`src/hw/rtl/i2cm_pkg.sv`:
```
// Shared types and constants for the I2C register access master.
package i2cm_pkg;

  localparam int unsigned ItemW = 27;
  localparam int unsigned ResW  = 14;

  // Configuration register indexes.
  localparam logic [1:0] CfgStartStop = 2'd0;
  localparam logic [1:0] CfgBitPhase  = 2'd1;
  localparam logic [1:0] CfgAckLimit  = 2'd2;

  // One input item; the first member is the most significant, so req sits at bit 0.
  typedef struct packed {
    logic       sda_in;
    logic [7:0] wr_data;
    logic [7:0] mem_addr;
    logic [7:0] dev_addr;
    logic       func;
    logic       req;
  } item_t;

  // One result item; scl_out sits at bit 0.
  typedef struct packed {
    logic       ack_error;
    logic [7:0] rd_data;
    logic       done_res;
    logic       busy_res;
    logic       sda_drive;
    logic       sda_out;
    logic       scl_out;
  } res_t;

  // Timing configuration seen by the bus engine.
  typedef struct packed {
    logic [7:0] start_stop_delay;
    logic [7:0] bit_phase_delay;
    logic [7:0] ack_limit;
  } cfg_t;

endpackage

```
`src/hw/rtl/i2cm_engine.sv`:
```
// Bus sequencer: advances the I2C waveform by one tick for each item.
module i2cm_engine
  import i2cm_pkg::*;
(
  input  logic  clk,
  input  logic  rst_n,
  input  logic  step_en,
  input  item_t item,
  input  cfg_t  cfg,
  output res_t  res
);

  typedef enum logic [4:0] {
    PH_IDLE, PH_START_A, PH_START_B, PH_SEND_LO, PH_SEND_HI, PH_SEND_TAIL,
    PH_ACK_PREP, PH_ACK_HI, PH_ACK_POLL, PH_READ_LO, PH_READ_HI,
    PH_NACK_LO, PH_NACK_HI, PH_STOP_A, PH_STOP_END
  } phase_t;

  typedef enum logic [3:0] {
    OP_START, OP_SDEV, OP_SREG, OP_SDATA, OP_SDEV1, OP_ACK, OP_READ, OP_NACK, OP_STOP
  } op_t;

  // Transaction scripts: write and read, indexed by step.
  function automatic op_t script_op(input logic is_wr, input logic [3:0] idx);
    op_t op;
    op = OP_STOP;
    if (is_wr) begin
      unique case (idx)
        4'd0:    op = OP_START;
        4'd1:    op = OP_SDEV;
        4'd2:    op = OP_ACK;
        4'd3:    op = OP_SREG;
        4'd4:    op = OP_ACK;
        4'd5:    op = OP_SDATA;
        4'd6:    op = OP_ACK;
        default: op = OP_STOP;
      endcase
    end else begin
      unique case (idx)
        4'd0:    op = OP_START;
        4'd1:    op = OP_SDEV;
        4'd2:    op = OP_ACK;
        4'd3:    op = OP_SREG;
        4'd4:    op = OP_ACK;
        4'd5:    op = OP_START;
        4'd6:    op = OP_SDEV1;
        4'd7:    op = OP_ACK;
        4'd8:    op = OP_READ;
        4'd9:    op = OP_NACK;
        default: op = OP_STOP;
      endcase
    end
    return op;
  endfunction

  phase_t     phase_r, phase_nxt;
  logic [7:0] delay_r, delay_nxt;
  logic [3:0] bitc_r, bitc_nxt;
  logic [7:0] shift_r, shift_nxt;
  logic [7:0] poll_r, poll_nxt;
  logic       op_wr_r, op_wr_nxt;
  logic [7:0] dev_r, dev_nxt;
  logic [7:0] reg_r, reg_nxt;
  logic [7:0] data_r, data_nxt;
  logic [7:0] rdres_r, rdres_nxt;
  logic       err_r, err_nxt;
  logic [3:0] step_r, step_nxt;

  phase_t     ph;
  logic [7:0] dly;
  logic       expired;
  logic       op_go;
  logic       step_go;
  op_t        op_sel;
  logic [3:0] bitc_inc;
  logic [7:0] rd_shift;
  logic       scl, sda, drv, done, busy;

  // Next-state and tick output logic.
  always_comb begin
    phase_nxt = phase_r;
    delay_nxt = delay_r;
    bitc_nxt  = bitc_r;
    shift_nxt = shift_r;
    poll_nxt  = poll_r;
    op_wr_nxt = op_wr_r;
    dev_nxt   = dev_r;
    reg_nxt   = reg_r;
    data_nxt  = data_r;
    rdres_nxt = rdres_r;
    err_nxt   = err_r;
    step_nxt  = step_r;
    scl       = 1'b1;
    sda       = 1'b1;
    drv       = 1'b1;
    done      = 1'b0;
    op_go     = 1'b0;
    step_go   = 1'b0;
    op_sel    = OP_STOP;
    // An undefined phase code counts as idle.
    ph        = (phase_r > PH_STOP_END) ? PH_IDLE : phase_r;
    dly       = delay_r;
    bitc_inc  = bitc_r + 4'd1;
    rd_shift  = {shift_r[6:0], item.sda_in};

    // A request taken while idle is already the first start tick.
    if (step_en && (ph == PH_IDLE) && item.req) begin
      op_wr_nxt = item.func;
      dev_nxt   = item.dev_addr;
      reg_nxt   = item.mem_addr;
      data_nxt  = item.wr_data;
      err_nxt   = 1'b0;
      step_nxt  = 4'd0;
      ph        = PH_START_A;
      dly       = cfg.start_stop_delay;
    end
    busy      = (ph != PH_IDLE) && (ph != PH_STOP_END);
    phase_nxt = ph;
    delay_nxt = dly;
    expired   = (dly <= 8'd1);

    unique case (ph)
      PH_START_A: begin
        if (expired) begin
          phase_nxt = PH_START_B;
          delay_nxt = cfg.start_stop_delay;
        end else delay_nxt = dly - 8'd1;
      end
      PH_START_B: begin
        sda = 1'b0;
        if (expired) step_go = 1'b1;
        else delay_nxt = dly - 8'd1;
      end
      PH_SEND_LO: begin
        scl = 1'b0;
        sda = shift_r[7];
        if (expired) begin
          phase_nxt = PH_SEND_HI;
          delay_nxt = cfg.bit_phase_delay;
        end else delay_nxt = dly - 8'd1;
      end
      PH_SEND_HI: begin
        sda = shift_r[7];
        if (expired) begin
          phase_nxt = PH_SEND_TAIL;
          delay_nxt = cfg.bit_phase_delay;
        end else delay_nxt = dly - 8'd1;
      end
      PH_SEND_TAIL: begin
        scl = 1'b0;
        sda = shift_r[7];
        if (expired) begin
          shift_nxt = {shift_r[6:0], 1'b0};
          bitc_nxt  = bitc_inc;
          if (bitc_inc >= 4'd8) step_go = 1'b1;
          else begin
            phase_nxt = PH_SEND_LO;
            delay_nxt = cfg.bit_phase_delay;
          end
        end else delay_nxt = dly - 8'd1;
      end
      PH_ACK_PREP: begin
        scl       = 1'b0;
        phase_nxt = PH_ACK_HI;
        delay_nxt = 8'd1;
      end
      PH_ACK_HI: begin
        drv       = 1'b0;
        phase_nxt = PH_ACK_POLL;
        delay_nxt = 8'd1;
      end
      PH_ACK_POLL: begin
        drv = 1'b0;
        if (!item.sda_in) step_go = 1'b1;
        else if (poll_r >= cfg.ack_limit) begin
          // Timeout: flag it and go straight to stop.
          err_nxt = 1'b1;
          op_go   = 1'b1;
          op_sel  = OP_STOP;
        end else poll_nxt = poll_r + 8'd1;
      end
      PH_READ_LO: begin
        scl = 1'b0;
        drv = 1'b0;
        if (expired) begin
          phase_nxt = PH_READ_HI;
          delay_nxt = 8'd1;
        end else delay_nxt = dly - 8'd1;
      end
      PH_READ_HI: begin
        drv       = 1'b0;
        shift_nxt = rd_shift;
        bitc_nxt  = bitc_inc;
        if (bitc_inc >= 4'd8) begin
          rdres_nxt = rd_shift;
          step_go   = 1'b1;
        end else begin
          phase_nxt = PH_READ_LO;
          delay_nxt = cfg.bit_phase_delay;
        end
      end
      PH_NACK_LO: begin
        scl = 1'b0;
        if (expired) begin
          phase_nxt = PH_NACK_HI;
          delay_nxt = cfg.bit_phase_delay;
        end else delay_nxt = dly - 8'd1;
      end
      PH_NACK_HI: begin
        if (expired) step_go = 1'b1;
        else delay_nxt = dly - 8'd1;
      end
      PH_STOP_A: begin
        scl = 1'b0;
        sda = 1'b0;
        if (expired) begin
          phase_nxt = PH_STOP_END;
          delay_nxt = 8'd1;
        end else delay_nxt = dly - 8'd1;
      end
      PH_STOP_END: begin
        done      = 1'b1;
        phase_nxt = PH_IDLE;
        delay_nxt = 8'd0;
      end
      default: begin
        // Idle, and any undefined code, keep the bus released high.
        phase_nxt = PH_IDLE;
      end
    endcase

    // Move to the next script step.
    if (step_go) begin
      step_nxt = step_r + 4'd1;
      op_go    = 1'b1;
      op_sel   = script_op(op_wr_r, step_nxt);
    end

    // Set up the phase that opens the selected operation.
    if (op_go) begin
      unique case (op_sel)
        OP_START: begin
          phase_nxt = PH_START_A;
          delay_nxt = cfg.start_stop_delay;
        end
        OP_SDEV, OP_SREG, OP_SDATA, OP_SDEV1: begin
          unique case (op_sel)
            OP_SDEV:  shift_nxt = dev_r;
            OP_SREG:  shift_nxt = reg_r;
            OP_SDATA: shift_nxt = data_r;
            default:  shift_nxt = dev_r + 8'd1;
          endcase
          bitc_nxt  = 4'd0;
          phase_nxt = PH_SEND_LO;
          delay_nxt = cfg.bit_phase_delay;
        end
        OP_ACK: begin
          phase_nxt = PH_ACK_PREP;
          delay_nxt = 8'd1;
          poll_nxt  = 8'd0;
        end
        OP_READ: begin
          shift_nxt = 8'd0;
          bitc_nxt  = 4'd0;
          phase_nxt = PH_READ_LO;
          delay_nxt = cfg.bit_phase_delay;
        end
        OP_NACK: begin
          phase_nxt = PH_NACK_LO;
          delay_nxt = cfg.bit_phase_delay;
        end
        default: begin
          phase_nxt = PH_STOP_A;
          delay_nxt = cfg.start_stop_delay;
        end
      endcase
    end

    if (!drv) sda = 1'b1;

    res.scl_out   = scl;
    res.sda_out   = sda;
    res.sda_drive = drv;
    res.busy_res  = busy;
    res.done_res  = done;
    res.rd_data   = rdres_nxt;
    res.ack_error = err_nxt;
  end

  // State registers, updated once per item.
  always_ff @(posedge clk) begin
    if (!rst_n) begin
      phase_r <= PH_IDLE;
      delay_r <= 8'd0;
      bitc_r  <= 4'd0;
      shift_r <= 8'd0;
      poll_r  <= 8'd0;
      op_wr_r <= 1'b0;
      dev_r   <= 8'd0;
      reg_r   <= 8'd0;
      data_r  <= 8'd0;
      rdres_r <= 8'd0;
      err_r   <= 1'b0;
      step_r  <= 4'd0;
    end else if (step_en) begin
      phase_r <= phase_nxt;
      delay_r <= delay_nxt;
      bitc_r  <= bitc_nxt;
      shift_r <= shift_nxt;
      poll_r  <= poll_nxt;
      op_wr_r <= op_wr_nxt;
      dev_r   <= dev_nxt;
      reg_r   <= reg_nxt;
      data_r  <= data_nxt;
      rdres_r <= rdres_nxt;
      err_r   <= err_nxt;
      step_r  <= step_nxt;
    end
  end

  // The sequencer only moves when an item is processed.
  a_hold_without_item: assert property (@(posedge clk) disable iff (!rst_n)
    !step_en |=> $stable(phase_r) && $stable(step_r) && $stable(rdres_r))
    else $error("engine state changed without an item");

  // The stop tick always returns to idle.
  a_stop_end_to_idle: assert property (@(posedge clk) disable iff (!rst_n)
    step_en && (phase_r == PH_STOP_END) |=> phase_r == PH_IDLE)
    else $error("stop end did not return to idle");

  // The finishing tick is never reported as busy.
  a_done_not_busy: assert property (@(posedge clk) disable iff (!rst_n)
    step_en && res.done_res |-> !res.busy_res && (phase_r == PH_STOP_END))
    else $error("done reported while busy");

endmodule

```
`src/hw/rtl/i2c_master_register_access_core.sv`:
```
// Top level of the I2C single-byte register read/write master.
//
// Usage: every input item is one bus tick (typically one microsecond). An
// item carries a request (req, func, dev_addr, mem_addr, wr_data) and the
// sampled SDA level. A request is taken only while the master is idle and
// then runs a register write or a register read script on the bus. For
// each item the block returns one result item with the SCL/SDA levels and
// SDA drive enable for that tick, busy and done flags, the last read byte
// and the ACK timeout flag.
// Throughput is one item per clock while out_tready stays high; an item
// passes the input register and then the result register, and the whole
// tick update sits between those two registers.
// When the receiver stalls, the result register holds and the input
// register fills; in_tready drops only once both are occupied.
// The cfg channel writes start_stop_delay (0), bit_phase_delay (1) and
// ack_limit (2); it is always ready. Write it only while the bus is idle;
// the block does not enforce this. Reset returns the delays to 4, 2 and 250,
// idles the bus high, clears the read byte and error flag and empties both registers.
module i2c_master_register_access_core
  import i2cm_pkg::*;
(
  input  logic        clk,
  input  logic        rst_n,
  // in_tdata: req[0], func[1], dev_addr[9:2], mem_addr[17:10],
  //           wr_data[25:18], sda_in[26], zero[31:27]
  input  logic        in_tvalid,
  output logic        in_tready,
  input  logic [31:0] in_tdata,
  // out_tdata: scl_out[0], sda_out[1], sda_drive[2], busy_res[3],
  //            done_res[4], rd_data[12:5], ack_error[13], zero[15:14]
  output logic        out_tvalid,
  input  logic        out_tready,
  output logic [15:0] out_tdata,
  input  logic        cfg_valid,
  output logic        cfg_ready,
  input  logic [1:0]  cfg_index,
  input  logic [7:0]  cfg_data
);

  cfg_t  cfg_r;
  item_t item_r;
  logic  in_valid_r;
  res_t  res_r;
  logic  out_valid_r;
  res_t  res_now;
  logic  advance;
  logic  step_en;

  assign cfg_ready  = 1'b1;
  assign advance    = !out_valid_r || out_tready;
  assign in_tready  = !in_valid_r || advance;
  assign step_en    = in_valid_r && advance;
  assign out_tvalid = out_valid_r;
  assign out_tdata  = {2'b00, res_r};

  // Configuration registers.
  always_ff @(posedge clk) begin
    if (!rst_n) begin
      cfg_r.start_stop_delay <= 8'd4;
      cfg_r.bit_phase_delay  <= 8'd2;
      cfg_r.ack_limit        <= 8'd250;
    end else if (cfg_valid) begin
      unique case (cfg_index)
        CfgStartStop: cfg_r.start_stop_delay <= cfg_data;
        CfgBitPhase:  cfg_r.bit_phase_delay  <= cfg_data;
        CfgAckLimit:  cfg_r.ack_limit        <= cfg_data;
        default: ;
      endcase
    end
  end

  // Input register.
  always_ff @(posedge clk) begin
    if (!rst_n) begin
      in_valid_r <= 1'b0;
    end else if (in_tready) begin
      in_valid_r <= in_tvalid;
    end
  end

  always_ff @(posedge clk) begin
    if (in_tvalid && in_tready) begin
      item_r <= in_tdata[ItemW-1:0];
    end
  end

  i2cm_engine u_engine (
    .clk     (clk),
    .rst_n   (rst_n),
    .step_en (step_en),
    .item    (item_r),
    .cfg     (cfg_r),
    .res     (res_now)
  );

  // Result register.
  always_ff @(posedge clk) begin
    if (!rst_n) begin
      out_valid_r <= 1'b0;
    end else if (advance) begin
      out_valid_r <= in_valid_r;
    end
  end

  always_ff @(posedge clk) begin
    if (step_en) begin
      res_r <= res_now;
    end
  end

  // A waiting item in the input register is kept while the output stalls.
  a_in_hold: assert property (@(posedge clk) disable iff (!rst_n)
    in_valid_r && !advance |=> in_valid_r && $stable(item_r))
    else $error("buffered item lost during stall");

  // A processed item always shows up in the result register.
  a_item_to_result: assert property (@(posedge clk) disable iff (!rst_n)
    step_en |=> out_valid_r)
    else $error("processed item did not reach the result register");

  // A result item that is not taken stays on the port unchanged.
  a_out_hold: assert property (@(posedge clk) disable iff (!rst_n)
    out_valid_r && !out_tready |=> out_valid_r && $stable(res_r))
    else $error("stalled result item changed");

endmodule

```
`config.mk`:
```
export PLATFORM = sky130hd
export DESIGN_NAME = i2c_master_register_access_core
export DESIGN_NICKNAME = d
export VERILOG_FILES = /design/src/hw/rtl/i2cm_pkg.sv /design/src/hw/rtl/i2cm_engine.sv /design/src/hw/rtl/i2c_master_register_access_core.sv
export SDC_FILE = /design/constraint.sdc
export NUM_CORES = 1
export LEC_CHECK = 0
export BUFFER_PORTS_ARGS = -buffer_cell sky130_fd_sc_hd__buf_2
export CAP_MARGIN = 15
export CORE_ASPECT_RATIO = 0.7
export CORE_MARGIN = 4
export CORE_UTILIZATION = 30
export CTS_CLUSTER_DIAMETER = 40
export DETAILED_ROUTE_END_ITERATION = 10
export GPL_TIMING_DRIVEN = 0
export SYNTH_ARGS = -nofsm -noshare
export SYNTH_HDL_FRONTEND = slang
export SYNTH_SLANG_ARGS = --single-unit
export TNS_END_PERCENT = 10
```
`constraint.sdc`:
```
create_clock -name clk -period 11 [get_ports clk]
set_input_delay 0 -clock clk [delete_from_list [all_inputs] [get_ports clk]]
set_output_delay 0 -clock clk [all_outputs]
set_load 0.01 [all_outputs]
```
== After elaboration in Yosys (flattened, before gate mapping) ==
Memories as Yosys holds them, arrays and structs flattened.
Index checks and enable logic that the tools add are counted.
Storage, ports and cells
  bits in registers: 138
  bits of input ports: 47
  word-level logic and storage cells: 165
  memories kept: 1
  output and inout port bits: 19
  memory bits (read-only): 64
Cells by class
  reductions and logical operators: 33
  add/subtract/negate cells: 5
  mux-type cells: 62
  equal/unequal tests: 30
  magnitude comparators: 4
Memories
  (no name shown): words 16, width 4, rd ports 1, clocked after Yosys merged registers in 0, write ports 0, RTL line i2cm_engine.sv:39  | unique case (idx)
Operator list (count)
  two-way mux 8 bit: 17
  one-hot mux 8 bit (8 select lines): 1
  two-way mux 5 bit: 12
  one-hot mux 5 bit (11 select lines): 1
  one-hot mux 8 bit (2 select lines): 3
  one-hot mux 4 bit (5 select lines): 2
  == test 5 x 4 -> 1 bit, second input constant: 7
  == test 4 x 3 -> 1 bit, second input constant: 7
  two-way mux 4 bit: 7
  one-hot mux 8 bit (3 select lines): 1
  == test 5 x 3 -> 1 bit, second input constant: 4
  adder 8 x 1 -> 8 bit, second input constant: 2
  == test 4 x 2 -> 1 bit, second input constant: 4
  two-way mux 1 bit: 15
  OR reduction 3 bit: 4
  OR reduction 6 bit: 2
  == test 5 x 2 -> 1 bit, second input constant: 2
  AND reduction 2 bit: 5
  adder 4 x 1 -> 4 bit, second input constant: 2
  == test 4 x 1 -> 1 bit, second input constant: 2
  >= comparator 8 bit: 1
  <= comparator 8 x 1 -> 1 bit, second input constant: 1
  logical NOT 4 bit: 2
  one-hot mux 4 bit (2 select lines): 1
  19 further kinds: 29

== Longest topological paths before layout ==
Gate-level depths: netlist of the first run.
  word-level depth: 14
  gate-level depth with buffers: 19
  depth with buffers taken out: 17

== Modules after synthesis ==
From an unflattened synthesis of the first run, not the netlist that was laid out.
Unflattened totals
  cell total of the unflattened synthesis: 910
  area, all modules: 7787.5 um^2
Modules (own cells, without submodules)
  i2cm_engine: cells an instance 754, area each 5434.0 um^2, seq. area each 1421.4 um^2, instances 1
  i2c_master_register_access_core: cells an instance 156, area each 2353.5 um^2, seq. area each 1751.7 um^2, instances 1

== Worst setup path before layout of the first run ==
No wires, ideal clock.
  kind: register -> register
  start point: reg u_engine.phase_r[0]
  end point: reg u_engine.delay_r[0]
  buffers on the path: 2
  stages on the path, launching flop included: 20
  setup slack: 6.538 ns
  arrival time: 4.325 ns
  clock period less this slack: 4.462 ns
  required time: 10.863 ns
  library setup time: 0.137 ns
  cell sequence: dfxtp_1 -> buf_2 -> or4_4 -> a211oi_4 -> mux2i_1 -> inv_1 -> ha_1 -> or2_2 -> nor4b_1 -> a32o_1 -> inv_2 -> clkbuf_1 -> ha_1 -> nor2b_1 -> o21ai_0 -> a21oi_1 -> a2111oi_0 -> o21ai_0 -> o21ai_0 -> a41oi_1
Between the ends
  word-level cells in the longest chain between the ends: 14
  elaborated cells on any way between the ends: 50
  those cells by class: add/sub: 1; order compare: 2; eq/ne: 21; mux: 18; reduce/logical: 8
RTL lines
  start: declaration: RTL line i2cm_engine.sv:56  | phase_t phase_r, phase_nxt;
  start signal: assignment: RTL line i2cm_engine.sv:306  | phase_r <= phase_nxt;
  greater-than comparator 5 x 4 -> 1 bit: RTL line i2cm_engine.sv:101  | ph = (phase_r > PH_STOP_END) ? PH_IDLE : phase_r;
  two-way mux 5 bit *: RTL line i2cm_engine.sv:101
  logical NOT 5 bit: RTL line i2cm_engine.sv:107  | if (step_en && (ph == PH_IDLE) && item.req) begin
  logical AND 1 bit (2 in a row): RTL line i2cm_engine.sv:107
  two-way mux 8 bit or two-way mux 5 bit (tied branches): RTL line i2cm_engine.sv:107
  <= comparator 8 x 1 -> 1 bit (tied with other cells): RTL line i2cm_engine.sv:120  | expired = (dly <= 8'd1);
  two-way mux 1 bit (tied with other cells): RTL line i2cm_engine.sv:131, i2cm_engine.sv:210
  one-hot mux 1 bit (4 select lines): RTL line i2cm_engine.sv:122  | unique case (ph)
  two-way mux 4 bit: RTL line i2cm_engine.sv:233  | if (step_go) begin
  == test 4 x 3 -> 1 bit (tied with other cells): RTL line i2cm_engine.sv:241  | unique case (op_sel)
  OR reduction 6 bit (no source line)
  one-hot mux 8 bit (2 select lines): RTL line i2cm_engine.sv:241
  two-way mux 8 bit *: RTL line i2cm_engine.sv:240  | if (op_go) begin
  end signal: assignment: RTL line i2cm_engine.sv:307  | delay_r <= delay_nxt;
  end: declaration: RTL line i2cm_engine.sv:57  | logic [7:0] delay_r, delay_nxt;
Mark *: on every way between the ends. The rest lies on a longest branch, timed or not.
A chain may end at the register's enable or synchronous reset.

== Final worst setup path of the first run ==
Ends and elaborated chain as after synthesis.

==> results of run 1 <==
-- layer usage --
metal	up-vias	GRT usage	share of wire
li1	3573	-	-
met1	3520	0.272	0.49
met2	362	0.231	0.39
met3	43	0.0547	0.10
met4	0	0.0447	0.016
met5	-	0	0
-- through the flow --
stage / utilization / area (µm²) / cells / hold slack, ns / power (mW)
floorplan: - / 7740 / 908 / 0.0989 / 0.705
global placement: 0.337 / 8430 / 1290 / 0.176 / 0.772
detailed placement: 0.339 / 8480 / 1293 / 0.178 / 0.775
CTS: 0.376 / 9400 / 1363 / 0.0332 / 1.32
global route: 0.376 / 9400 / 1363 / 0.0680 / 1.37
finish: 0.376 / 9400 / 1363 / 0.0591 / 1.32
-- area by class of cell --
class	instances	area share
repair buffers	98	0.0758
flip-flops and latches	138	0.338
clock buffers	17	0.0453
inverters	22	0.00879
clock inverters	15	0.0124
well taps	325	0.0433
multi-input cells	687	0.451
plain buffers	61	0.0262
-- timing repair --
action / CTS / global route
setup buffers: 0 / 0
hold endpoints to repair: 52 / 0
hold buffers: 38 / 0
endpoints found under the setup margin: 0 / 0
-- registers in the layout, indices dropped and copies added (netlist names) --
register and cells:
u_engine.op_wr_r 1, u_engine.shift_r 8, out_tdata 14, cfg_r 24
u_engine.phase_r 5, u_engine.bitc_r 4, out_tvalid 1, u_engine.delay_r 8
u_engine.err_r 1, item_r 27, u_engine.reg_r 8, u_engine.rdres_r 8
u_engine.dev_r 8, u_engine.poll_r 8, u_engine.step_r 4, u_engine.data_r 8
in_valid_r 1
-- path summary, 6_finish.rpt --
| path | from | slack (ns) | end |
|---|---|---|---|
| worst max-delay path | u_engine.phase_r[0]$_SDFFE_PN0P_ | 5.55 | u_engine.delay_r[0]$_SDFFE_PN0P_ |
| worst min-delay path | rst_n | 0.06 | u_engine.shift_r[1]$_SDFFE_PN0P_ |
| worst max register to register | u_engine.phase_r[0]$_SDFFE_PN0P_ | 5.55 | u_engine.delay_r[0]$_SDFFE_PN0P_ |
| worst min register to register | u_engine.rdres_r[2]$_SDFFE_PN0P_ | 0.45 | u_engine.rdres_r[2]$_SDFFE_PN0P_ |
-- synthesized netlist by cell type, drive strengths merged, types with 4 or more instances --
library cell  number
a211o              4
a211oi             7
a21o               4
a21oi             80
a221o              7
a221oi            10
a22oi              7
a31oi             18
and2               4
and3              15
buf               18
clkbuf            43
dfxtp             97
edfxtp            41
ha                18
inv               22
mux2              12
mux2i             29
nand2            138
nand2b            12
nand3             30
nand3b             5
nand4              7
nor2              67
nor2b              7
nor3              19
o211ai            21
o21ai             60
o221a              4
o22ai              5
o311ai             5
o32ai              4
or2                4
or3                6
or4                6
xnor2              6
xor2              14
-- kinds of logic (layout without fill, tap and decap cells) --
family	count (synthesis)	after routing	synth area share
adder cells (fa/ha/maj)	18	18	0.0291
multiplexers	41	41	0.0550
buffers and inverters	83	213	0.0425
XOR/XNOR	20	20	0.0227
other	2	3	0.000971
AO/OA/AOI/OAI	272	272	0.237
flip-flops	138	138	0.410
AND/OR/NAND/NOR	333	333	0.202
-- worst reg2reg max path, delay by kind of cell, from the launching register on --
kind                     cells  cell delay (ns)
AO/OA/AOI/OAI                8             1.88
AND/OR/NAND/NOR              4             1.22
buffers and inverters        4             0.86
multiplexers                 1             0.54
adder cells (fa/ha/maj)      2             0.52
flip-flops                   1             0.30
-- power by group through the flow --
stage	combinational (mW)	clock, mW	sequential [mW]
6_report	0.216	0.537	0.566
4_1_cts	0.210	0.546	0.565
2_1_floorplan	0.135	0	0.570
3_5_place_dp	0.198	0	0.576
5_1_grt	0.237	0.568	0.568
3_3_place_gp	0.196	0	0.576
==> results.txt, run 1 <==
----------------------------------------------------
[Placement]
  Detail Placement HPWL ... approximately 18 mm
  Count of input and output buffers ... 57
  Minimum setup slack after placement ... approximately 5.7 ns
  Placer's final routability congestion estimate ... between 0.9 and 1

[Power]
  Sw Pwr ... 0.400 mW
  Power share of the clock group ... 0.407
  Sequential fraction of design power ... 0.429
  Static leakage power ... approximately 3.5 nW
  Combinational group share of total power ... 0.164
  Switching fraction of total power ... 0.303
  Internal Pwr Total ... between 0.9 and 1 mW
  Pwr dens ... around 140 nW/µm²
  Peak supply drop ... ~110 µV

[Worst setup path]
  Maximum single-stage delay on the critical path ... ~0.63 ns
  Cell breakdown of the critical path ... buf_2 > or4_4 > a211oi_4 > mux2i_1 > inv_1 > ha_1 > or2_2 > nor4b_1 > a32o_1 > inv_2 > clkbuf_1 > ha_1 > nor2b_1 > o21ai_0 > a21oi_1 > a2111oi_0 > o21ai_0 > o21ai_0 > a41oi_1
  Most common cell on crit path ... sky130_fd_sc_hd__o21ai_0
  Worst reg-to-reg path cell count ... 19
  Element type at the critical path start ... flop
  Worst setup path class ... flop to flop
  Library cell contributing the largest single delay on the critical path ... sky130_fd_sc_hd__a211oi_4
  WP depth ... 19
  Buffering stage count on the worst path with inverters included ... 4
  Data required, critical path ... around 11 ns
  Maximum fanout encountered on the critical timing path ... 10
  Critical Path Sink Type ... flop
  Arr. time, crit path ... approximately 5.8 ns
  CP top delay family ... compound AO/OA/AOI/OAI gates

[STA]
  Remaining max-slew budget at the tightest pin ... 0.185
  Final setup TNS ... 0 ns
  Setup Viol. Count Final ... 0
  Final Worst Setup Slack ... around 5.6 ns
  Slew at the pin with the worst max-slew slack ... 1.22 ns
  Final Hold Fails ... 0
  Final number of max-transition violations ... 0
  Final Cycle Share ... 0.495
  Worst setup skew after layout ... 0.00923 ns
  Tmin final ... between 5 and 6 ns
  Unrepaired setup endpoints after global routing ... false
  Maximum clock rate ... between 150 and 200 MHz

[Yosys]
  Cell taking the most area after synthesis ... sky130_fd_sc_hd__dfxtp_1
  Post-Synthesis Cell Area ... about 7700 µm²
  Register bit count reported by yosys ... roughly 140
  Leading register cell type out of synthesis ... sky130_fd_sc_hd__dfxtp_1
  Count of cell types in the netlist ... 80
  Synth top area cells ... sky130_fd_sc_hd__dfxtp_1, sky130_fd_sc_hd__edfxtp_1, sky130_fd_sc_hd__nand2_1, sky130_fd_sc_hd__a21oi_1, sky130_fd_sc_hd__mux2i_1
  FFs w/ async S/R, synth ... 0
  Post-synth EDFFs ... 41
  Synth Warn # ... 0
  Synthesized instance count ... a little over 900
  Share of the synthesized area in the top cell type ... 0.251
  Seq/Total Area, Yosys ... 0.410
  Mean instance size in the synthesized netlist ... 8.53 µm²

[Die]
  Starting density of the core ... 0.310
  Die Footprint ... around 28000 µm²
  Overall die height ... between 100 and 150 µm
  Number of primary I/O pins ... 66
  Chip width ... approximately 200 µm
  Core Rows ... 48
  Core outline area ... 25000 µm²

[Flow run]
  Number of max-cap violations ... 0

[Worst hold path]
  Hold Crit Class ... input pin to flop
  Cell depth of the worst min-delay path ... 4

[Layout]
  Seq. cell area ... 3170 µm²
  Layout-stage area growth over the synthesis result ... 21.5%
  ANT cells ... 0
  Multi-input gate area ... 4240 µm²
  Commonest non-fill, non-tap cell in the layout ... sky130_fd_sc_hd__nand2_1
  Fill count ... around 2600
  Fraction of final layout cells sized beyond drive strength 1 ... 0.128
  Nets ... around 1100
  Most used cells in the layout excluding fill and tap cells ... sky130_fd_sc_hd__nand2_1, sky130_fd_sc_hd__dfxtp_1, sky130_fd_sc_hd__a21oi_1

[CTS]
  H-Tree Level Count ... 4
  CTS clk-pin slew, worst paths ... approximately 0.07 ns
  Root buffer cell ... sky130_fd_sc_hd__clkbuf_16
  Num CTS Buffers ... 17
  CTS Sinks ... roughly 140
  Post-CTS Resized ... 0
  CTS tree ... built
  Skew-Pair Late Insertion Delay ... approximately 0.44 ns
  Number of buffers between clock root and the deepest sink ... 2

[Global routing]
  Global-route usage over all layers ... 0.175
  Global-route wire length before repair ... 39.1 mm
  Largest net degree at the start of global routing ... 23
  Antenna violations before repair ... 0
  Aggregate global routing overflow ... 0
  Via count of the first global-routing pass ... between 6000 and 7000

[Routing]
  Average wire per standard cell ... 18.1 µm
  WL final ... 24.7 mm
  Drc violations ... 0
  Number of design-rule violations left by the first detailed-router iteration ... approximately 790
  Number of vias per cell after detailed routing ... between 5 and 6
  DR vias ... between 7000 and 8000
  Drt first pass iters ... 6
  Remaining number of nets flagged by the antenna check after routing ... 0

[Run status]
  Result of the run ... finished clean

----------------------------------------------------
Note: power is estimated with default switching activity, not from simulation.
==> run 2: changes to the inputs <==
- clock period: 11 -> 4.91 ns (I/O delays scaled with it)
==> results.txt, run 2 (synthesized netlist as in run 1, its figures left out) <==
----------------------------------------------------
[Run status]
  Result of the run ... finished clean (unchanged)

[Global routing]
  Via count of the first global-routing pass ... 6931 (was 6902)
  Largest net degree at the start of global routing ... 23 (unchanged)
  Global-route usage over all layers ... 0.176 (was 0.175)
  Aggregate global routing overflow ... 0 (unchanged)
  Global-route wire length before repair ... 39.3 mm (was 39.1 mm)
  Antenna violations before repair ... 0 (unchanged)

[Worst hold path]
  Hold path startpoint ... rst_n (unchanged)
  Hold Crit Class ... input pin to flop (unchanged)
  Cell depth of the worst min-delay path ... 4 (unchanged)
  Worst-case hold path end point ... u_engine.shift_r[7]$_SDFFE_PN0P_ (was u_engine.shift_r[1]$_SDFFE_PN0P_)

[Routing]
  Drc violations ... 0 (unchanged)
  Length of routed wiring on met1 ... 12.4 mm (was 12.2 mm)
  Number of design-rule violations left by the first detailed-router iteration ... 874 (was 785)
  Length of routed met3 wiring ... 2.36 mm (was 2.53 mm)
  Average wire per standard cell ... 18.2 µm (was 18.1 µm)
  WL final ... 24.9 mm (was 24.7 mm)
  Number of vias per cell after detailed routing ... 5.52 (was 5.50)
  Remaining number of nets flagged by the antenna check after routing ... 0 (unchanged)
  Drt first pass iters ... 8 (was 6)
  Highest metal used ... met4 (unchanged)
  Wire length on met2 ... 9.76 mm (was 9.63 mm)
  DR vias ... 7550 (was 7498)

[Layout]
  Commonest non-fill, non-tap cell in the layout ... sky130_fd_sc_hd__nand2_1 (unchanged)
  Share of the core filled with cells ... 0.380 (was 0.376)
  Layout-stage area growth over the synthesis result ... 22.6% (was 21.5%)
  Max FFs per register ... 27 (unchanged)
  Most used cells in the layout excluding fill and tap cells ... sky130_fd_sc_hd__nand2_1, sky130_fd_sc_hd__dfxtp_1, sky130_fd_sc_hd__a21oi_1 (unchanged)
  ANT cells ... 0 (unchanged)
  Cell area after layout ... 9480 µm² (was 9400 µm²)
  Register name with the most flops ... item_r (unchanged)
  Fill count ... 2576 (was 2575)
  Seq. cell area ... 3170 µm² (unchanged)
  Post-Layout Cell Count ... 1367 (was 1363)
  Multi-input gate area ... 4270 µm² (was 4240 µm²)
  Nets ... 1094 (was 1090)
  Fraction of final layout cells sized beyond drive strength 1 ... 0.135 (was 0.128)

[Die]
  Overall die height ... 142 µm (unchanged)
  Starting density of the core ... 0.310 (unchanged)
  Core Rows ... 48 (unchanged)
  Number of primary I/O pins ... 66 (unchanged)
  Chip width ... 200 µm (unchanged)
  Die Footprint ... 28500 µm² (unchanged)
  Core outline area ... 25000 µm² (unchanged)

[Worst setup path]
  Critical register-to-register path endpoint ... u_engine.delay_r[0]$_SDFFE_PN0P_ (unchanged)
  Worst setup path class ... flop to flop (unchanged)
  Launch point of the critical path ... u_engine.phase_r[0]$_SDFFE_PN0P_ (unchanged)
  Most common cell on crit path ... sky130_fd_sc_hd__o21ai_0 (unchanged)
  Arr. time, crit path ... 4.99 ns (was 5.75 ns)
  Maximum fanout encountered on the critical timing path ... 10 (unchanged)
  Library cell contributing the largest single delay on the critical path ... sky130_fd_sc_hd__or4_4 (was sky130_fd_sc_hd__a211oi_4)
  Launching point of the worst reg2reg path ... u_engine.phase_r[0]$_SDFFE_PN0P_ (unchanged)
  Cell breakdown of the critical path ... buf_2 > or4_4 > a211oi_4 > buf_12 > mux2i_4 > inv_1 > ha_1 > or2_2 > nor4b_1 > a32o_1 > inv_2 > clkbuf_4 > ha_1 > nor2b_1 > o21ai_0 > a21oi_1 > a2111oi_0 > o21ai_0 > o21ai_0 > a41oi_1 (was buf_2 > or4_4 > a211oi_4 > mux2i_1 > inv_1 > ha_1 > or2_2 > nor4b_1 > a32o_1 > inv_2 > clkbuf_1 > ha_1 > nor2b_1 > o21ai_0 > a21oi_1 > a2111oi_0 > o21ai_0 > o21ai_0 > a41oi_1)
  Maximum single-stage delay on the critical path ... 0.59 ns (was 0.63 ns)
  R2R setup slack ... 0.22 ns (was 5.55 ns)
  Buffering stage count on the worst path with inverters included ... 5 (was 4)
  CP top delay family ... compound AO/OA/AOI/OAI gates (unchanged)
  Data required, critical path ... 5.21 ns (was 11.30 ns)
  Element type at the critical path start ... flop (unchanged)
  Critical Path Sink Type ... flop (unchanged)
  Worst reg-to-reg path cell count ... 20 (was 19)

[Placement]
  Placer's final routability congestion estimate ... 0.984 (unchanged)
  Minimum setup slack after placement ... -0.356 ns (was 5.73 ns)
  Cell total after placement ... 1293 (unchanged)
  Count of input and output buffers ... 57 (unchanged)
  Cell Area, Placed ... 8480 µm² (unchanged)
  Detail Placement HPWL ... 17.9 mm (unchanged)

[STA]
  Final number of max-transition violations ... 0 (unchanged)
  Setup Viol. Count Final ... 0 (unchanged)
  Maximum clock rate ... 213 MHz (was 184 MHz)
  Worst setup skew after layout ... 0.0101 ns (was 0.00923 ns)
  Tmin final ... 4.69 ns (was 5.45 ns)
  Final Cycle Share ... 0.954 (was 0.495)
  Hold WS ... 0.0639 ns (was 0.0591 ns)
  Remaining max-slew budget at the tightest pin ... 0.149 (was 0.185)
  Final Hold Fails ... 0 (unchanged)
  Unrepaired setup endpoints after global routing ... false (unchanged)
  Final Worst Setup Slack ... 0.224 ns (was 5.55 ns)
  Final setup TNS ... 0 ns (unchanged)
  Slew at the pin with the worst max-slew slack ... 1.27 ns (was 1.22 ns)

[CTS]
  CTS Sinks ... 138 (unchanged)
  H-Tree Level Count ... 4 (unchanged)
  Root buffer cell ... sky130_fd_sc_hd__clkbuf_16 (unchanged)
  CTS tree ... built (unchanged)
  Num CTS Buffers ... 17 (unchanged)
  Number of buffers between clock root and the deepest sink ... 2 (unchanged)
  Skew-Pair Late Insertion Delay ... 0.44 ns (about the same)
  CTS clk-pin slew, worst paths ... 0.07 ns (about the same)

[Power]
  Pwr dens ... 313 nW/µm² (was 140 nW/µm²)
  Post-route total power ... 2.97 mW (was 1.32 mW)
  Peak supply drop ... 248 µV (was 112 µV)
  Static leakage power ... 3.50 nW (was 3.47 nW)

[Flow run]
  Number of max-cap violations ... 0 (unchanged)

----------------------------------------------------
[run 2: cell types whose count changed in the layout (fill, tap and decap cells not counted)]
cell                       change
sky130_fd_sc_hd__mux2i_1       -2
sky130_fd_sc_hd__buf_4         +3
sky130_fd_sc_hd__ha_1          -1
sky130_fd_sc_hd__clkbuf_4      +1
sky130_fd_sc_hd__buf_12        +1
sky130_fd_sc_hd__ha_4          +1
sky130_fd_sc_hd__clkbuf_1      -1
sky130_fd_sc_hd__mux2i_4       +2
[run 2: how the worst max path moves through the flow]
stage / slack [ns] / depth (start not counted) / endpoint
after detailed placement: -0.36 / 19 / u_engine.delay_r[0]$_SDFFE_PN0P_
after CTS: 0.05 / 20 / u_engine.delay_r[0]$_SDFFE_PN0P_
final: 0.22 / 20 / u_engine.delay_r[0]$_SDFFE_PN0P_
after global routing: 0.07 / 20 / u_engine.delay_r[0]$_SDFFE_PN0P_
after global placement: -0.42 / 19 / u_engine.delay_r[0]$_SDFFE_PN0P_
after floorplan: 0.45 / 19 / u_engine.delay_r[0]$_SDFFE_PN0P_
[run 2: cell type report]
type / instances / share of cell area
inverters: 22 / 0.00871
flip-flops and latches: 138 / 0.335
multi-input cells: 687 / 0.451
repair buffers: 102 / 0.0796
plain buffers: 61 / 0.0264
well taps: 325 / 0.0429
clock inverters: 15 / 0.0123
clock buffers: 17 / 0.0449
[run 2: power by group]
part           switching [mW]  total [mW]  internal [mW]
Sequential             0.0443        1.27           1.22
Clock                   0.549        1.20          0.653
Combinational           0.306       0.496          0.189
Total                   0.899        2.97           2.07
[run 2: repair_timing]
item                                    4_1_cts  5_1_grt
pin swaps                                     1        1
endpoints found under the hold margin        52        0
endpoints found under the setup margin       14       22
hold buffers                                 38        0
buffers inserted                              4        0
resized for setup                             2        7
[run 2: worst reg2reg max path, stage by stage (launching register included)]
cell and delay [ns]:
sky130_fd_sc_hd__dfxtp_1 0.30, sky130_fd_sc_hd__buf_2 0.18, sky130_fd_sc_hd__or4_4 0.60, sky130_fd_sc_hd__a211oi_4 0.26, sky130_fd_sc_hd__buf_12 0.17, sky130_fd_sc_hd__mux2i_4 0.33
sky130_fd_sc_hd__inv_1 0.11, sky130_fd_sc_hd__ha_1 0.18, sky130_fd_sc_hd__or2_2 0.34, sky130_fd_sc_hd__nor4b_1 0.16, sky130_fd_sc_hd__a32o_1 0.26, sky130_fd_sc_hd__inv_2 0.13
sky130_fd_sc_hd__clkbuf_4 0.23, sky130_fd_sc_hd__ha_1 0.24, sky130_fd_sc_hd__nor2b_1 0.12, sky130_fd_sc_hd__o21ai_0 0.10, sky130_fd_sc_hd__a21oi_1 0.11, sky130_fd_sc_hd__a2111oi_0 0.31
sky130_fd_sc_hd__o21ai_0 0.16, sky130_fd_sc_hd__o21ai_0 0.20, sky130_fd_sc_hd__a41oi_1 0.06
[run 2: metal layers]
metal	GRT usage	vias up
li1	-	3589
met1	0.271	3564
met2	0.234	357
met3	0.0556	40
met4	0.0447	0
met5	0	-
==> run 3: changes to the inputs <==
- clock period: 4.91 -> 4.25 ns (I/O delays scaled with it)
==> results.txt, run 3 (synthesized netlist as in run 1, its figures left out) <==
----------------------------------------------------
[Global routing]
  Via count of the first global-routing pass ... 7046 (was 6931)
  Global-route wire length before repair ... 39.3 mm (about the same)
  Aggregate global routing overflow ... 0 (unchanged)
  Global-route usage over all layers ... 0.176 (about the same)
  Antenna violations before repair ... 0 (unchanged)
  Largest net degree at the start of global routing ... 23 (unchanged)

[Worst setup path]
  Most common cell on crit path ... sky130_fd_sc_hd__a211oi_4 (was sky130_fd_sc_hd__o21ai_0)
  Worst reg-to-reg path cell count ... 15 (was 20)
  Critical Path Sink Type ... flop (unchanged)
  Launching point of the worst reg2reg path ... u_engine.phase_r[0]$_SDFFE_PN0P_ (unchanged)
  Arr. time, crit path ... 4.55 ns (was 4.99 ns)
  R2R setup slack ... 0.004 ns (was 0.22 ns)
  Data required, critical path ... 4.55 ns (was 5.21 ns)
  Worst setup path class ... flop to flop (unchanged)
  Maximum fanout encountered on the critical timing path ... 8 (was 10)
  Maximum single-stage delay on the critical path ... 0.58 ns (was 0.59 ns)
  Critical register-to-register path endpoint ... u_engine.shift_r[3]$_SDFFE_PN0P_ (was u_engine.delay_r[0]$_SDFFE_PN0P_)
  Cell breakdown of the critical path ... or4_4 > a211oi_4 > buf_6 > mux2i_4 > ha_2 > or2_4 > nor4b_2 > a32o_2 > inv_2 > buf_12 > o32a_4 > a211oi_4 > a2111oi_2 > a221oi_1 > o21ai_1 (was buf_2 > or4_4 > a211oi_4 > buf_12 > mux2i_4 > inv_1 > ha_1 > or2_2 > nor4b_1 > a32o_1 > inv_2 > clkbuf_4 > ha_1 > nor2b_1 > o21ai_0 > a21oi_1 > a2111oi_0 > o21ai_0 > o21ai_0 > a41oi_1)
  Library cell contributing the largest single delay on the critical path ... sky130_fd_sc_hd__or4_4 (unchanged)
  Element type at the critical path start ... flop (unchanged)

[Power]
  Pwr dens ... 362 nW/µm² (was 313 nW/µm²)
  Static leakage power ... 3.55 nW (was 3.50 nW)
  Internal Pwr Total ... 2.46 mW (was 2.07 mW)
  Sequential fraction of design power ... 0.422 (was 0.428)
  Sw Pwr ... 1.02 mW (was 0.899 mW)
  Peak supply drop ... 277 µV (was 248 µV)
  Combinational group share of total power ... 0.176 (was 0.167)
  Power share of the clock group ... 0.402 (was 0.405)
  Switching fraction of total power ... 0.292 (was 0.303)

[STA]
  Setup Viol. Count Final ... 0 (unchanged)
  Maximum clock rate ... 236 MHz (was 213 MHz)
  Tmin final ... 4.25 ns (was 4.69 ns)
  Hold WS ... 0.0456 ns (was 0.0639 ns)
  Final Cycle Share ... 0.999 (was 0.954)
  Final number of max-transition violations ... 0 (unchanged)
  Slew at the pin with the worst max-slew slack ... 1.06 ns (was 1.27 ns)
  Final setup TNS ... 0 ns (unchanged)
  Unrepaired setup endpoints after global routing ... true (was false)
  Final Hold Fails ... 0 (unchanged)
  Remaining max-slew budget at the tightest pin ... 0.289 (was 0.149)
  Worst setup skew after layout ... 0.0175 ns (was 0.0101 ns)

[Routing]
  WL final ... 24.9 mm (about the same)
  Drc violations ... 0 (unchanged)
  Number of vias per cell after detailed routing ... 5.54 (was 5.52)
  DR vias ... 7604 (was 7550)
  Average wire per standard cell ... 18.1 µm (was 18.2 µm)
  Drt first pass iters ... 6 (was 8)
  Number of design-rule violations left by the first detailed-router iteration ... 863 (was 874)
  Remaining number of nets flagged by the antenna check after routing ... 0 (unchanged)

[Worst hold path]
  Hold Crit Class ... input pin to flop (unchanged)
  Hold path startpoint ... rst_n (unchanged)
  Cell depth of the worst min-delay path ... 4 (unchanged)
  Worst-case hold path end point ... u_engine.shift_r[1]$_SDFFE_PN0P_ (was u_engine.shift_r[7]$_SDFFE_PN0P_)

[CTS]
  Number of buffers between clock root and the deepest sink ... 2 (unchanged)
  CTS clk-pin slew, worst paths ... 0.06 ns (was 0.07 ns)
  CTS Sinks ... 138 (unchanged)
  Skew-Pair Late Insertion Delay ... 0.44 ns (about the same)
  Num CTS Buffers ... 17 (unchanged)
  H-Tree Level Count ... 4 (unchanged)
  CTS tree ... built (unchanged)
  Root buffer cell ... sky130_fd_sc_hd__clkbuf_16 (unchanged)

[Layout]
  Fraction of final layout cells sized beyond drive strength 1 ... 0.149 (was 0.135)
  Most used cells in the layout excluding fill and tap cells ... sky130_fd_sc_hd__nand2_1, sky130_fd_sc_hd__dfxtp_1, sky130_fd_sc_hd__a21oi_1 (unchanged)
  Fill count ... 2562 (was 2576)
  ANT cells ... 0 (unchanged)
  Share of the core filled with cells ... 0.384 (was 0.380)
  Max FFs per register ... 27 (unchanged)
  Nets ... 1100 (was 1094)
  Commonest non-fill, non-tap cell in the layout ... sky130_fd_sc_hd__nand2_1 (unchanged)
  Register name with the most flops ... item_r (unchanged)
  Layout-stage area growth over the synthesis result ... 24.2% (was 22.6%)

[Die]
  Core Rows ... 48 (unchanged)
  Number of primary I/O pins ... 66 (unchanged)
  Overall die height ... 142 µm (unchanged)
  Chip width ... 200 µm (unchanged)
  Core outline area ... 25000 µm² (unchanged)
  Die Footprint ... 28500 µm² (unchanged)
  Starting density of the core ... 0.310 (unchanged)

[Placement]
  Placer's final routability congestion estimate ... 0.976 (was 0.984)
  Detail Placement HPWL ... 17.8 mm (was 17.9 mm)
  Count of input and output buffers ... 57 (unchanged)

[Run status]
  Result of the run ... finished clean (unchanged)

[Flow run]
  Number of max-cap violations ... 0 (unchanged)

----------------------------------------------------
[run 3: critical path: cells and delay by family, from the launching register on]
kind	cells	cell delay [ns]
compound gates	7	1.75
simple gates	3	0.99
flops	1	0.38
buf+inv	3	0.37
mux	1	0.30
fa+ha+maj	1	0.30
[run 3: power by group through the flow]
| stage | sequential, mW | combinational [mW] | clock [mW] |
|---|---|---|---|
| 2_1_floorplan | 1.48 | 0.351 | 0 |
| 3_3_place_gp | 1.49 | 0.508 | 0 |
| 3_5_place_dp | 1.49 | 0.515 | 0 |
| 4_1_cts | 1.47 | 0.581 | 1.42 |
| 5_1_grt | 1.47 | 0.663 | 1.47 |
| 6_report | 1.47 | 0.612 | 1.40 |
[run 3: metal layers]
layer,share of wire,GRT usage
met1,0.50,0.275
met2,0.39,0.232
met3,0.10,0.0532
met4,0.013,0.0429
met5,0,0
[run 3: per-stage QoR]
step | total power [mW] | instance area (µm²) | worst slack (ns) | std cells
6_report | 3.48 | 9600 | 0.00420 | 1373
2_1_floorplan | 1.83 | 7740 | 0.0886 | 908
4_1_cts | 3.47 | 9550 | -0.00112 | 1370
3_3_place_gp | 2.00 | 8440 | -0.704 | 1290
5_1_grt | 3.61 | 9600 | -0.102 | 1373
3_5_place_dp | 2.01 | 8480 | -0.679 | 1293
[run 3: worst max-delay path by stage]
stage	endpoint	slack [ns]	startpoint
after global placement	u_engine.delay_r[0]$_SDFFE_PN0P_	-0.70	u_engine.phase_r[0]$_SDFFE_PN0P_
final	u_engine.shift_r[3]$_SDFFE_PN0P_	0.004	u_engine.phase_r[0]$_SDFFE_PN0P_
after global routing	u_engine.shift_r[3]$_SDFFE_PN0P_	-0.10	u_engine.phase_r[0]$_SDFFE_PN0P_
after detailed placement	u_engine.delay_r[0]$_SDFFE_PN0P_	-0.68	u_engine.phase_r[0]$_SDFFE_PN0P_
after floorplan	u_engine.delay_r[0]$_SDFFE_PN0P_	0.09	u_engine.phase_r[0]$_SDFFE_PN0P_
after CTS	u_engine.delay_r[6]$_SDFFE_PN0P_	-0.001	u_engine.phase_r[0]$_SDFFE_PN0P_
[run 3: timing repair]
item,CTS,global route
buffers inserted,8,2
endpoints found under the setup margin,35,25
pin swaps,4,6
resized for setup,17,14
hold endpoints to repair,52,0
hold buffers,38,0
[run 3: layout make-up]
cell class,count,area (µm²),share of cell area
Buffer,60,255,0.0266
Clock buffer,20,437,0.0455
Clock inverter,12,104,0.0108
Inverter,22,82.6,0.00860
Multi-Input combinational cell,687,4330,0.451
Sequential cell,138,3180,0.331
Tap cell,325,407,0.0423
Timing Repair Buffer,109,808,0.0842
